[config.mk]
export PLATFORM = sky130hd
export DESIGN_NAME = vnorm_sqrt
export DESIGN_NICKNAME = d
export VERILOG_FILES = /design/src/rtl/vnorm_pkg.sv /design/src/rtl/vnorm_sqrt.sv
export SDC_FILE = /design/constraint.sdc
export NUM_CORES = 2
export LEC_CHECK = 0
export BUFFER_PORTS_ARGS = -buffer_cell sky130_fd_sc_hd__buf_2
export CAP_MARGIN = 0
export CORE_MARGIN = 5
export CORE_UTILIZATION = 35
export CTS_CLUSTER_SIZE = 8
export DETAILED_ROUTE_END_ITERATION = 12
export PLACE_DENSITY_LB_ADDON = 0.25
export SLEW_MARGIN = 20
export SYNTH_ARGS = -nofsm -noshare
export SYNTH_HDL_FRONTEND = slang
export SYNTH_SLANG_ARGS = --single-unit
[constraint.sdc]
create_clock -name clk -period 8.64 [get_ports clk]
set_clock_uncertainty 0.05 [all_clocks]
set_input_delay 0.864 -clock clk [delete_from_list [all_inputs] [get_ports clk]]
set_output_delay 0.864 -clock clk [all_outputs]
set_load 0.02 [all_outputs]
[src/rtl/vnorm_pkg.sv]
// shared types, widths and step functions for the vector normaliser
package vnorm_pkg;

	localparam int CoordWidth = 16;
	localparam int UnitFrac   = 14;
	localparam int OutWidth   = 16;
	localparam int AbsWidth   = CoordWidth + 1;
	localparam int SqWidth    = 2 * CoordWidth;
	localparam int SumWidth   = SqWidth + 1;
	localparam int RemWidth   = SumWidth + 1;
	localparam int DivSteps   = 2 * UnitFrac + 1;
	localparam int RootSteps  = RemWidth / 2;

	// control that travels with each beat
	typedef struct packed {
		logic valid;
		logic zero;
		logic neg_x;
		logic neg_y;
	} ctl_t;

	// one restoring division step: compare, subtract, shift
	function automatic logic [RemWidth:0] div_step(
		input logic [RemWidth-1:0] rem,
		input logic [SumWidth-1:0] den
	);
		logic [RemWidth-1:0] ext;
		logic                ge;
		logic [RemWidth-1:0] diff;
		ext  = {1'b0, den};
		ge   = (rem >= ext);
		diff = ge ? (rem - ext) : rem;
		return {diff[RemWidth-2:0], 1'b0, ge};
	endfunction

	// one digit of the integer square root, res and rad packed as {res, rad}
	function automatic logic [2*RemWidth-1:0] root_step(
		input logic [RemWidth-1:0] rad,
		input logic [RemWidth-1:0] res,
		input logic [RemWidth-1:0] bitv
	);
		logic [RemWidth-1:0] trial;
		trial = res + bitv;
		if (rad >= trial) begin
			return {(res >> 1) + bitv, rad - trial};
		end
		return {res >> 1, rad};
	endfunction

endpackage

[src/rtl/vnorm_sqrt.sv]
// square root chain, one result digit per stage, three lanes: length, x, y
module vnorm_sqrt (
	input  logic                            clk,
	input  logic                            arst_n,
	input  logic                            en,
	input  vnorm_pkg::ctl_t                 ctl_in,
	input  logic [vnorm_pkg::RemWidth-1:0]  rad_l,
	input  logic [vnorm_pkg::RemWidth-1:0]  rad_x,
	input  logic [vnorm_pkg::RemWidth-1:0]  rad_y,
	output vnorm_pkg::ctl_t                 ctl_out,
	output logic [vnorm_pkg::RemWidth-1:0]  root_l,
	output logic [vnorm_pkg::RemWidth-1:0]  root_x,
	output logic [vnorm_pkg::RemWidth-1:0]  root_y
);

	localparam int N  = vnorm_pkg::RootSteps;
	localparam int RW = vnorm_pkg::RemWidth;

	vnorm_pkg::ctl_t ctl_s [N+1];
	logic [RW-1:0]   rad_s [N+1][3];
	logic [RW-1:0]   res_s [N+1][3];

	assign ctl_s[0]    = ctl_in;
	assign rad_s[0][0] = rad_l;
	assign rad_s[0][1] = rad_x;
	assign rad_s[0][2] = rad_y;
	assign res_s[0][0] = '0;
	assign res_s[0][1] = '0;
	assign res_s[0][2] = '0;

	for (genvar k = 0; k < N; k++) begin : g_stage
		localparam logic [RW-1:0] BitV = RW'(1) << (RW - 2 - 2 * k);

		always_ff @(posedge clk or negedge arst_n) begin
			if (!arst_n) begin
				ctl_s[k+1] <= '0;
			end else if (en) begin
				ctl_s[k+1] <= ctl_s[k];
			end
		end

		for (genvar j = 0; j < 3; j++) begin : g_lane
			logic [2*RW-1:0] nxt;
			assign nxt = vnorm_pkg::root_step(rad_s[k][j], res_s[k][j], BitV);

			always_ff @(posedge clk) begin
				if (en) begin
					res_s[k+1][j] <= nxt[2*RW-1:RW];
					rad_s[k+1][j] <= nxt[RW-1:0];
				end
			end
		end
	end

	assign ctl_out = ctl_s[N];
	assign root_l  = res_s[N][0];
	assign root_x  = res_s[N][1];
	assign root_y  = res_s[N][2];

endmodule
==> results.sh <==
export IMPL_nFillCells=26100
export IMPL_die_h_um=546
export IMPL_reg2reg_depth=10
export IMPL_synth_top_family_by_area="simple AND/OR/NAND/NOR gates"
export IMPL_drc_errors=0
export IMPL_syn_area_per_cell_um2=13.0
export IMPL_drive_gt1_frac=0.0895
export IMPL_rsz0062_at_grt="false"
export IMPL_port_buffer_count=163
export IMPL_area_growth_syn_to_layout_pct=13.9
export IMPL_synth_top_cell_area_share=0.624
export IMPL_ys_ff_latch=2159
export IMPL_clockPowerShare=0.366
export IMPL_vdd_drop_max_uv=187
export IMPL_clk_latency_ps=890
export IMPL_cts_sinks=2159
export IMPL_p_sw_frac=0.260
export IMPL_regToRegSetupSlack_ps=4540
export IMPL_cts_tree="done"
export IMPL_worstPathRequired_ps=9160
export IMPL_yosys_area_top_type="edfxtp_1"
export IMPL_cp_slowest_cell="o41ai_1"
export IMPL_root_buffer="clkbuf_16"
export IMPL_totalPowerFinal_mw=29.0
export IMPL_cts_resized=0
export IMPL_place_detailed_hpwl_um=147000
export IMPL_status="complete, no violations"
export IMPL_grt_ovfl_total=0
export IMPL_setup_ws_ps=4540
export IMPL_synthArstFlopShare=0.0315
export IMPL_internal_power_mw=21.5
export IMPL_synth_common_cells="edfxtp_1, inv_1, ha_1"
export IMPL_pwr_share_comb=0.147
export IMPL_ant_nets=0
export IMPL_end_kind="flop"
export IMPL_grt_antenna_before_repair=1
export IMPL_cp_arrival_ps=4620
export IMPL_syn_inst=7730
export IMPL_grt_pass1_vias=60500
export IMPL_crit_cells=10
export IMPL_setup_viol=0
export IMPL_die_x_um=546
export IMPL_pre_cts_ws_ps=4440
export IMPL_initial_core_util=0.352
export IMPL_path_buf_inv=1
export IMPL_synth_compound_area_frac=0.0842
export IMPL_crit_path_start_kind="flop"
export IMPL_seq_power_share=0.486
export IMPL_critical_path_class="flop to flop"
export IMPL_core_mm2=0.286
export IMPL_dr_pass1_iters=7
export IMPL_vias_per_cell=4.93
export IMPL_gp_congestion=0.866
export IMPL_io_pins=215
export IMPL_cpLargestDelayFamily="compound AO/OA/AOI/OAI gates"
export IMPL_drv_cap=0
export IMPL_post_cts_buffers=0
export IMPL_finalCriticalPeriod_ps=4100
export IMPL_clk_pin_slew_ps=50
export IMPL_fmax_ghz=0.244
export IMPL_ys_seq_area_frac=0.641
export IMPL_die_area_mm2=0.298
export IMPL_cp_cell_sequence="ha_1 > nor2b_1 > o311ai_0 > a21oi_1 > o41ai_1 > o31a_1 > inv_2 > nand2_1 > nor4_1 > xor2_1"
export IMPL_synthSimpleGateAreaFrac=0.111
export IMPL_vias=58900
export IMPL_synthMuxAreaShare=0.0136
export IMPL_finalWirelength_um=201000
export IMPL_syn_area_mm2=0.101
export IMPL_grt_max_degree=206
export IMPL_ys_top_cells_by_area="edfxtp_1, ha_1, xnor2_1"
export IMPL_critical_path_max_stage_delay_ps=740
export IMPL_whs_endpoint="rad_s[1707]"
export IMPL_fin_crit_sh=0.474
export IMPL_dr_first_iter_drc_count=4144
export IMPL_yosysMostFrequentCell="edfxtp_1"
export IMPL_grt_usage=0.132
export IMPL_r2r_end="rad_s[198]"
export IMPL_hold_path_startpoint="rad_l[7]"
export IMPL_layout_nets=8747
export IMPL_pwr_density_cell_mw_per_mm2=253
export IMPL_row_count=196
export IMPL_clock_path_buffers=4
export IMPL_hold_path_depth=1
export IMPL_ys_flop_type="edfxtp_1"
export IMPL_crit_fanout=28
export IMPL_synth_xor_area_frac=0.0556
export IMPL_synthAdderAreaFrac=0.0619
export IMPL_grt_pass1_wl_um=326000
export IMPL_worst_pin_slew_ps=1080
export IMPL_synth_edff_count=2091
export IMPL_wire_per_inst_um=16.8
export IMPL_hp_class="input port to flop"
export IMPL_p_sw_mw=7.55
export IMPL_htree_levels=5
export IMPL_cts_hold_buf=20
export IMPL_reg2reg_from="rad_s[276]"
export IMPL_ys_types=83
export IMPL_final_hold_violation_count=0
export IMPL_tns_ps=0
export IMPL_relSlewSlack=0.280
export IMPL_yosys_warnings=0
export IMPL_numCtsBuffers=310
export IMPL_p_leak_nw=42.9
export IMPL_drv_slew=0
cells by family (layout without fill, tap and decap cells):
logic type | after synthesis | after routing
compound gates | 1359 | 1359
flops | 2159 | 2159
simple gates | 2137 | 2137
fa+ha+maj | 498 | 498
xor+xnor | 639 | 639
mux | 122 | 122
buf+inv | 815 | 1223
other cells | 1 | 56
metrics by stage:
step / cells / cell area [um^2] / hold WS [ps] / util
after floorplan: 7780 / 101000 / 367 / -
after global placement: 11600 / 106000 / 379 / 0.371
after detailed placement: 11600 / 106000 / 386 / 0.371
after CTS: 11900 / 115000 / 0.687 / 0.401
after global routing: 12000 / 115000 / 32.8 / 0.401
final: 12000 / 115000 / 102 / 0.401
power by group through the flow:
stage | Sequential [mW] | Clock [mW] | Combinational [mW]
floorplan | 13.9 | 0 | 3.23
global placement | 14.3 | 0 | 4.16
detailed placement | 14.3 | 0 | 4.26
CTS | 14.1 | 11.0 | 4.29
global route | 14.3 | 11.5 | 4.82
finish | 14.1 | 10.6 | 4.27
metal layers:
metal  wire (um)  vias up  global-route usage  part of all wire
li1            -    29400                   -                 -
met1       90800    27700               0.172              0.45
met2       93100     1320               0.218              0.46
met3        8260      482              0.0200             0.041
met4        8900        0              0.0599             0.044
met5           0        -                   0                 0
how the worst max path moves through the flow:
stage	slack [ps]	end	from
after floorplan	5130	rad_s[539]	rad_s[634]
after global placement	4450	rad_s[202]	rad_s[276]
after detailed placement	4440	rad_s[198]	rad_s[276]
after CTS	4460	rad_s[198]	rad_s[276]
after global routing	4140	rad_s[202]	rad_s[276]
final	4540	rad_s[198]	rad_s[276]
cell type report:
class,count,area [um^2],share of cell area
antenna,5,12.5,0.000109
clock buffer,337,7940,0.0693
clock inverter,23,429,0.00374
inverter,637,2390,0.0209
multi-input combinational,4806,33100,0.289
sequential,2159,64500,0.563
tap,3762,4710,0.0411
timing repair buffer,226,1530,0.0133
worst register-to-register path, stage by stage (launching register included):
cell,delay [ps]
edfxtp_1,390
ha_1,360
nor2b_1,160
o311ai_0,510
a21oi_1,190
o41ai_1,740
o31a_1,580
inv_2,360
nand2_1,260
nor4_1,80
xor2_1,150
flip-flops by register name, summed over array words and instances (netlist names):
register,flops
rad_s,1632
res_s,408
ctl_s,64
root_l,17
root_x,17
root_y,17
ctl_out,4
layout by cell type, fill, tap and decap left out, types with 294 or more instances in the layout:
cell type	n
nand2_1	481
a21oi_1	369
ha_1	498
nor2_1	418
xor2_1	294
edfxtp_1	2091
xnor2_1	345
inv_1	634
clkbuf_16	314
o21ai_0	395
No activity file was read; power rests on OpenSTA's default activity.
