==> src/rtl/vnorm_pkg.sv <==
// shared types, widths and step functions for the vector normaliser
package vnorm_pkg;

	localparam int CoordWidth = 16;
	localparam int UnitFrac   = 14;
	localparam int OutWidth   = 16;
	localparam int AbsWidth   = CoordWidth + 1;
	localparam int SqWidth    = 2 * CoordWidth;
	localparam int SumWidth   = SqWidth + 1;
	localparam int RemWidth   = SumWidth + 1;
	localparam int DivSteps   = 2 * UnitFrac + 1;
	localparam int RootSteps  = RemWidth / 2;

	// control that travels with each beat
	typedef struct packed {
		logic valid;
		logic zero;
		logic neg_x;
		logic neg_y;
	} ctl_t;

	// one restoring division step: compare, subtract, shift
	function automatic logic [RemWidth:0] div_step(
		input logic [RemWidth-1:0] rem,
		input logic [SumWidth-1:0] den
	);
		logic [RemWidth-1:0] ext;
		logic                ge;
		logic [RemWidth-1:0] diff;
		ext  = {1'b0, den};
		ge   = (rem >= ext);
		diff = ge ? (rem - ext) : rem;
		return {diff[RemWidth-2:0], 1'b0, ge};
	endfunction

	// one digit of the integer square root, res and rad packed as {res, rad}
	function automatic logic [2*RemWidth-1:0] root_step(
		input logic [RemWidth-1:0] rad,
		input logic [RemWidth-1:0] res,
		input logic [RemWidth-1:0] bitv
	);
		logic [RemWidth-1:0] trial;
		trial = res + bitv;
		if (rad >= trial) begin
			return {(res >> 1) + bitv, rad - trial};
		end
		return {res >> 1, rad};
	endfunction

endpackage

==> src/rtl/vnorm_front.sv <==
// front end: absolute values, squares and sum of squares over three stages
module vnorm_front (
	input  logic                                  clk,
	input  logic                                  arst_n,
	input  logic                                  en,
	input  logic                                  in_valid,
	input  logic signed [vnorm_pkg::CoordWidth-1:0] vec_x,
	input  logic signed [vnorm_pkg::CoordWidth-1:0] vec_y,
	output vnorm_pkg::ctl_t                       ctl_out,
	output logic [vnorm_pkg::SumWidth-1:0]        sum_out,
	output logic [vnorm_pkg::SqWidth-1:0]         sqx_out,
	output logic [vnorm_pkg::SqWidth-1:0]         sqy_out
);

	vnorm_pkg::ctl_t ctl_s1, ctl_s2, ctl_s3;
	logic [vnorm_pkg::AbsWidth-1:0] ax_s1, ay_s1;
	logic [vnorm_pkg::SqWidth-1:0]  sqx_s2, sqy_s2, sqx_s3, sqy_s3;
	logic [vnorm_pkg::SumWidth-1:0] sum_s3;
	logic [2*vnorm_pkg::AbsWidth-1:0] px, py;
	logic [vnorm_pkg::SumWidth-1:0] sum_n;

	assign px    = ax_s1 * ax_s1;
	assign py    = ay_s1 * ay_s1;
	assign sum_n = {1'b0, sqx_s2} + {1'b0, sqy_s2};

	// control pipeline
	always_ff @(posedge clk or negedge arst_n) begin
		if (!arst_n) begin
			ctl_s1 <= '0;
			ctl_s2 <= '0;
			ctl_s3 <= '0;
		end else if (en) begin
			ctl_s1.valid <= in_valid;
			ctl_s1.zero  <= 1'b0;
			ctl_s1.neg_x <= vec_x[vnorm_pkg::CoordWidth-1];
			ctl_s1.neg_y <= vec_y[vnorm_pkg::CoordWidth-1];
			ctl_s2       <= ctl_s1;
			ctl_s3.valid <= ctl_s2.valid;
			ctl_s3.zero  <= (sum_n == '0);
			ctl_s3.neg_x <= ctl_s2.neg_x;
			ctl_s3.neg_y <= ctl_s2.neg_y;
		end
	end

	// datapath: abs, square, sum
	always_ff @(posedge clk) begin
		if (en) begin
			ax_s1  <= vec_x[vnorm_pkg::CoordWidth-1]
				? ({vnorm_pkg::AbsWidth{1'b0}} - {vec_x[vnorm_pkg::CoordWidth-1], vec_x})
				: {1'b0, vec_x};
			ay_s1  <= vec_y[vnorm_pkg::CoordWidth-1]
				? ({vnorm_pkg::AbsWidth{1'b0}} - {vec_y[vnorm_pkg::CoordWidth-1], vec_y})
				: {1'b0, vec_y};
			sqx_s2 <= px[vnorm_pkg::SqWidth-1:0];
			sqy_s2 <= py[vnorm_pkg::SqWidth-1:0];
			sqx_s3 <= sqx_s2;
			sqy_s3 <= sqy_s2;
			sum_s3 <= sum_n;
		end
	end

	assign ctl_out = ctl_s3;
	assign sum_out = sum_s3;
	assign sqx_out = sqx_s3;
	assign sqy_out = sqy_s3;

endmodule

==> config.mk <==
export PLATFORM = sky130hd
export DESIGN_NAME = vnorm_front
export DESIGN_NICKNAME = d
export VERILOG_FILES = /design/src/rtl/vnorm_pkg.sv /design/src/rtl/vnorm_front.sv
export SDC_FILE = /design/constraint.sdc
export NUM_CORES = 1
export LEC_CHECK = 0
export BUFFER_PORTS_ARGS = -buffer_cell sky130_fd_sc_hd__buf_2
export CAP_MARGIN = 5
export CORE_UTILIZATION = 45
export CTS_BUF_LIST = sky130_fd_sc_hd__clkbuf_8
export CTS_CLUSTER_SIZE = 16
export DETAILED_ROUTE_END_ITERATION = 7
export HOLD_SLACK_MARGIN = 0.08
export SLEW_MARGIN = 5
export SYNTH_ARGS = -nofsm -noshare
export SYNTH_HDL_FRONTEND = slang
export SYNTH_SLANG_ARGS = --single-unit
==> constraint.sdc <==
create_clock -name clk -period 12 [get_ports clk]
set_input_delay 3 -clock clk [delete_from_list [all_inputs] [get_ports clk]]
set_output_delay 3 -clock clk [all_outputs]
set_load 0.005 [all_outputs]
==> impl_metrics.py <==
metrics = {
    "outcome": {
        "status": "finished, violations left",
        "violations": "design-rule violations",
    },
    "drt": {
        "drc_errors": 36,
        "ant_nets": 0,
        "detail_route.wl_per_cell_um": 16.8,
        "wirelength_um": 53200,
        "viasPerCell": 5.10,
        "drtIter0Drc": 857,
        "dr.pass1.iters": 8,
        "vias": 16100,
    },
    "clocking": {
        "cts_buffer_depth": 3,
        "cts_hold_buf": 0,
        "cts-buffers-inserted": 39,
        "cts_setup_buffers": 0,
        "cts-htree-levels": 2,
        "clock_sinks": 201,
        "clk_pin_slew_worst_paths_ns": 0.08,
        "cts_root_buf": "clkbuf_8",
        "cts_resized": 0,
        "cts_tree": "done",
        "clk_latency_ns": 0.59,
    },
    "cells_and_area": {
        "drive_gt1_frac": 0.0915,
        "nNetsFinal": 3101,
        "areaGrowthSynthToFinish_pct": 8.76,
        "fillers": 4834,
    },
    "die": {
        "die_x_um": 234,
        "start_util": 0.458,
        "dieArea_um2": 54700,
        "ios": 137,
        "core_area_um2": 52900,
        "rows": 84,
        "die_height_um": 234,
    },
    "global_routing": {
        "antenna_found_initial": 2,
        "overflow": 0,
        "grt_usage": 0.205,
        "grt_pass1_vias": 17000,
        "grt_max_degree": 86,
        "grt_pass1_wl_um": 86500,
    },
    "worst_setup_path": {
        "crit_chain": "inv_1 > nor2_1 > fa_1 > inv_1 > fa_1 > fa_1 > inv_1 > fa_1 > fa_1 > inv_1 > fa_1 > inv_1 > ha_1 > and3_1 > a221oi_1 > inv_1 > o2111ai_1 > a31oi_1 > a2111oi_0 > o21bai_1 > a21oi_1 > xnor2_1",
        "cp_slowest_cell": "edfxtp_1",
        "worstPathBufferInverterCount": 6,
        "cp.arrival_ns": 7.58,
        "crit_path_max_incr_delay_ns": 0.79,
        "r2r_start": "ay_s1[2]",
        "path_delay_family": "adder cells",
        "start_kind": "flop",
        "rrSetupSlack_ns": 4.76,
        "critical_path.max_fanout": 17,
        "timing.rr.end": "sqy_s2[30]",
        "crit_type": "reg -> reg",
        "worstPathRequired_ns": 12.34,
        "worstSetupEndpointType": "flop",
        "reg2reg_depth": 22,
    },
    "sta": {
        "fmax_ghz": 0.138,
        "worst_clock_skew_ns": 0.0569,
        "period_share": 0.604,
        "fin_crit_ns": 7.24,
        "setup_tns_ns": 0,
        "hold_viol": 0,
        "tightest_slew_ns": 0.838,
        "maxSlewHeadroom": 0.441,
        "maxSlewViolCount": 0,
        "grt_setup_unrepaired": "no",
        "setup_violations": 0,
    },
    "worst_hold_path": {
        "hold_path_class": "reg -> reg",
        "hold_depth": 0,
        "min_from": "sqx_s2[22]",
        "whs_endpoint": "sqx_out[22]",
    },
    "yosys": {
        "ys_seq_area_frac": 0.247,
        "synthDistinctLibCells": 67,
        "ys_seq_elements": 201,
        "synthArstFlopShare": 0.0498,
        "synth_cells": 2318,
        "synth_edf_count": 191,
        "ys_warn_count": 0,
        "ys.flop_type": "edfxtp_1",
        "synth.cell_area_um2": 24200,
        "syn_avg_cell_area_um2": 10.4,
    },
    "placement": {
        "post-dp-hpwl_um": 43500,
        "place.gp.congestion": 0.874,
        "portBuffers": 134,
    },
    "job": {
        "maxCapViolations": 0,
    },
}
==> worst max path at each step <==
stage | from | end | slack, ns | cells after the start
after floorplan | ay_s1[4] | sqy_s2[30] | 5.76 | 23
after global placement | ay_s1[4] | sqy_s2[30] | 4.89 | 23
after detailed placement | ay_s1[2] | sqy_s2[30] | 4.74 | 22
after CTS | ay_s1[2] | sqy_s2[30] | 4.72 | 22
after global routing | ay_s1[2] | sqy_s2[30] | 4.27 | 22
final | ay_s1[2] | sqy_s2[30] | 4.76 | 22
==> cell usage after synthesis (4+ instances only) <==
cell / number / share of area
and2_1: 105 / 0.027
a21o_1: 40 / 0.012
o21ai_0: 41 / 0.0085
or4_1: 6 / 0.0019
a21boi_0: 4 / 0.0012
o41ai_1: 6 / 0.0022
o21bai_1: 7 / 0.0022
nand3_1: 18 / 0.0037
dfrtp_1: 10 / 0.010
nor2b_1: 12 / 0.0031
fa_1: 380 / 0.31
nand4_1: 7 / 0.0018
xnor2_1: 93 / 0.034
or3_1: 7 / 0.0018
or2_2: 10 / 0.0026
o21a_1: 14 / 0.0043
inv_1: 585 / 0.091
o31ai_1: 11 / 0.0034
mux2_2: 11 / 0.0051
nand3b_1: 4 / 0.0012
ha_1: 238 / 0.12
a31oi_1: 14 / 0.0036
a211o_1: 4 / 0.0014
a21oi_1: 62 / 0.013
clkbuf_1: 48 / 0.0074
nand2b_1: 11 / 0.0028
and3_1: 10 / 0.0026
nand2_1: 195 / 0.030
xor2_1: 28 / 0.010
nor2_1: 68 / 0.011
a211oi_1: 10 / 0.0031
edfxtp_1: 191 / 0.24
nor3_1: 11 / 0.0023
==> flip-flops by register name, summed over array words and instances (netlist names), 4 cells and up <==
| signal | flops |
|---|---|
| ctl_out | 4 |
| ay_s1 | 17 |
| sqx_out | 31 |
| ax_s1 | 17 |
| sum_out | 33 |
| sqx_s2 | 31 |
| sqy_out | 31 |
| sqy_s2 | 31 |
==> cell type report <==
| class | instances | area [um^2] | share of cell area |
|---|---|---|---|
| sequential | 201 | 5990 | 0.227 |
| tap | 688 | 861 | 0.0327 |
| timing repair buffer | 136 | 694 | 0.0264 |
| multi-input combinational | 1484 | 15800 | 0.601 |
| clock buffer | 39 | 537 | 0.0204 |
| antenna | 2 | 5.00 | 0.000190 |
| clock inverter | 26 | 219 | 0.00831 |
| inverter | 585 | 2200 | 0.0834 |
==> kinds of logic after synthesis <==
kind of cell             count (synthesis)  synth area share
buffers and inverters                  636            0.0992
adder cells (fa/ha/maj)                618             0.437
AND/OR/NAND/NOR                        479            0.0972
AO/OA/AOI/OAI                          249            0.0694
flip-flops                             201             0.247
XOR/XNOR                               121            0.0438
multiplexers                            13           0.00594
other                                    1          0.000155
==> per-layer routing <==
layer | up-vias | track usage | routed length [um]
li1 | 7539 | - | -
met1 | 8032 | 0.274 | 23200
met2 | 464 | 0.333 | 24800
met3 | 89 | 0.0378 | 3390
met4 | 0 | 0.0720 | 1760
met5 | - | 0 | 0
==> layout by cell type (no fill, tap or decap), types with 18 or more instances in the layout <==
cell type and n:
inv_1 592, xnor2_1 93, ha_1 238, fa_1 380
and2_1 105, a21o_1 40, nor2_1 68, nand2_1 195
edfxtp_1 191, a21oi_1 62, xor2_1 28, nand3_1 18
buf_2 133, o21ai_0 41, clkbuf_8 40
==> per-stage QoR <==
stage / hold slack (ns) / cells / instance area, um^2 / utilization / setup slack [ns]
CTS: 0.455 / 3159 / 26300 / 0.498 / 4.72
detailed placement: 0.445 / 3094 / 25600 / 0.484 / 4.74
finish: 0.455 / 3161 / 26300 / 0.498 / 4.76
global placement: 0.450 / 3094 / 25600 / 0.484 / 4.89
floorplan: 0.431 / 2321 / 24200 / - / 5.76
global route: 0.471 / 3160 / 26300 / 0.498 / 4.27
Power is not shown: default switching activity piles up to over one toggle a cycle in this logic, so the estimate is an artifact.
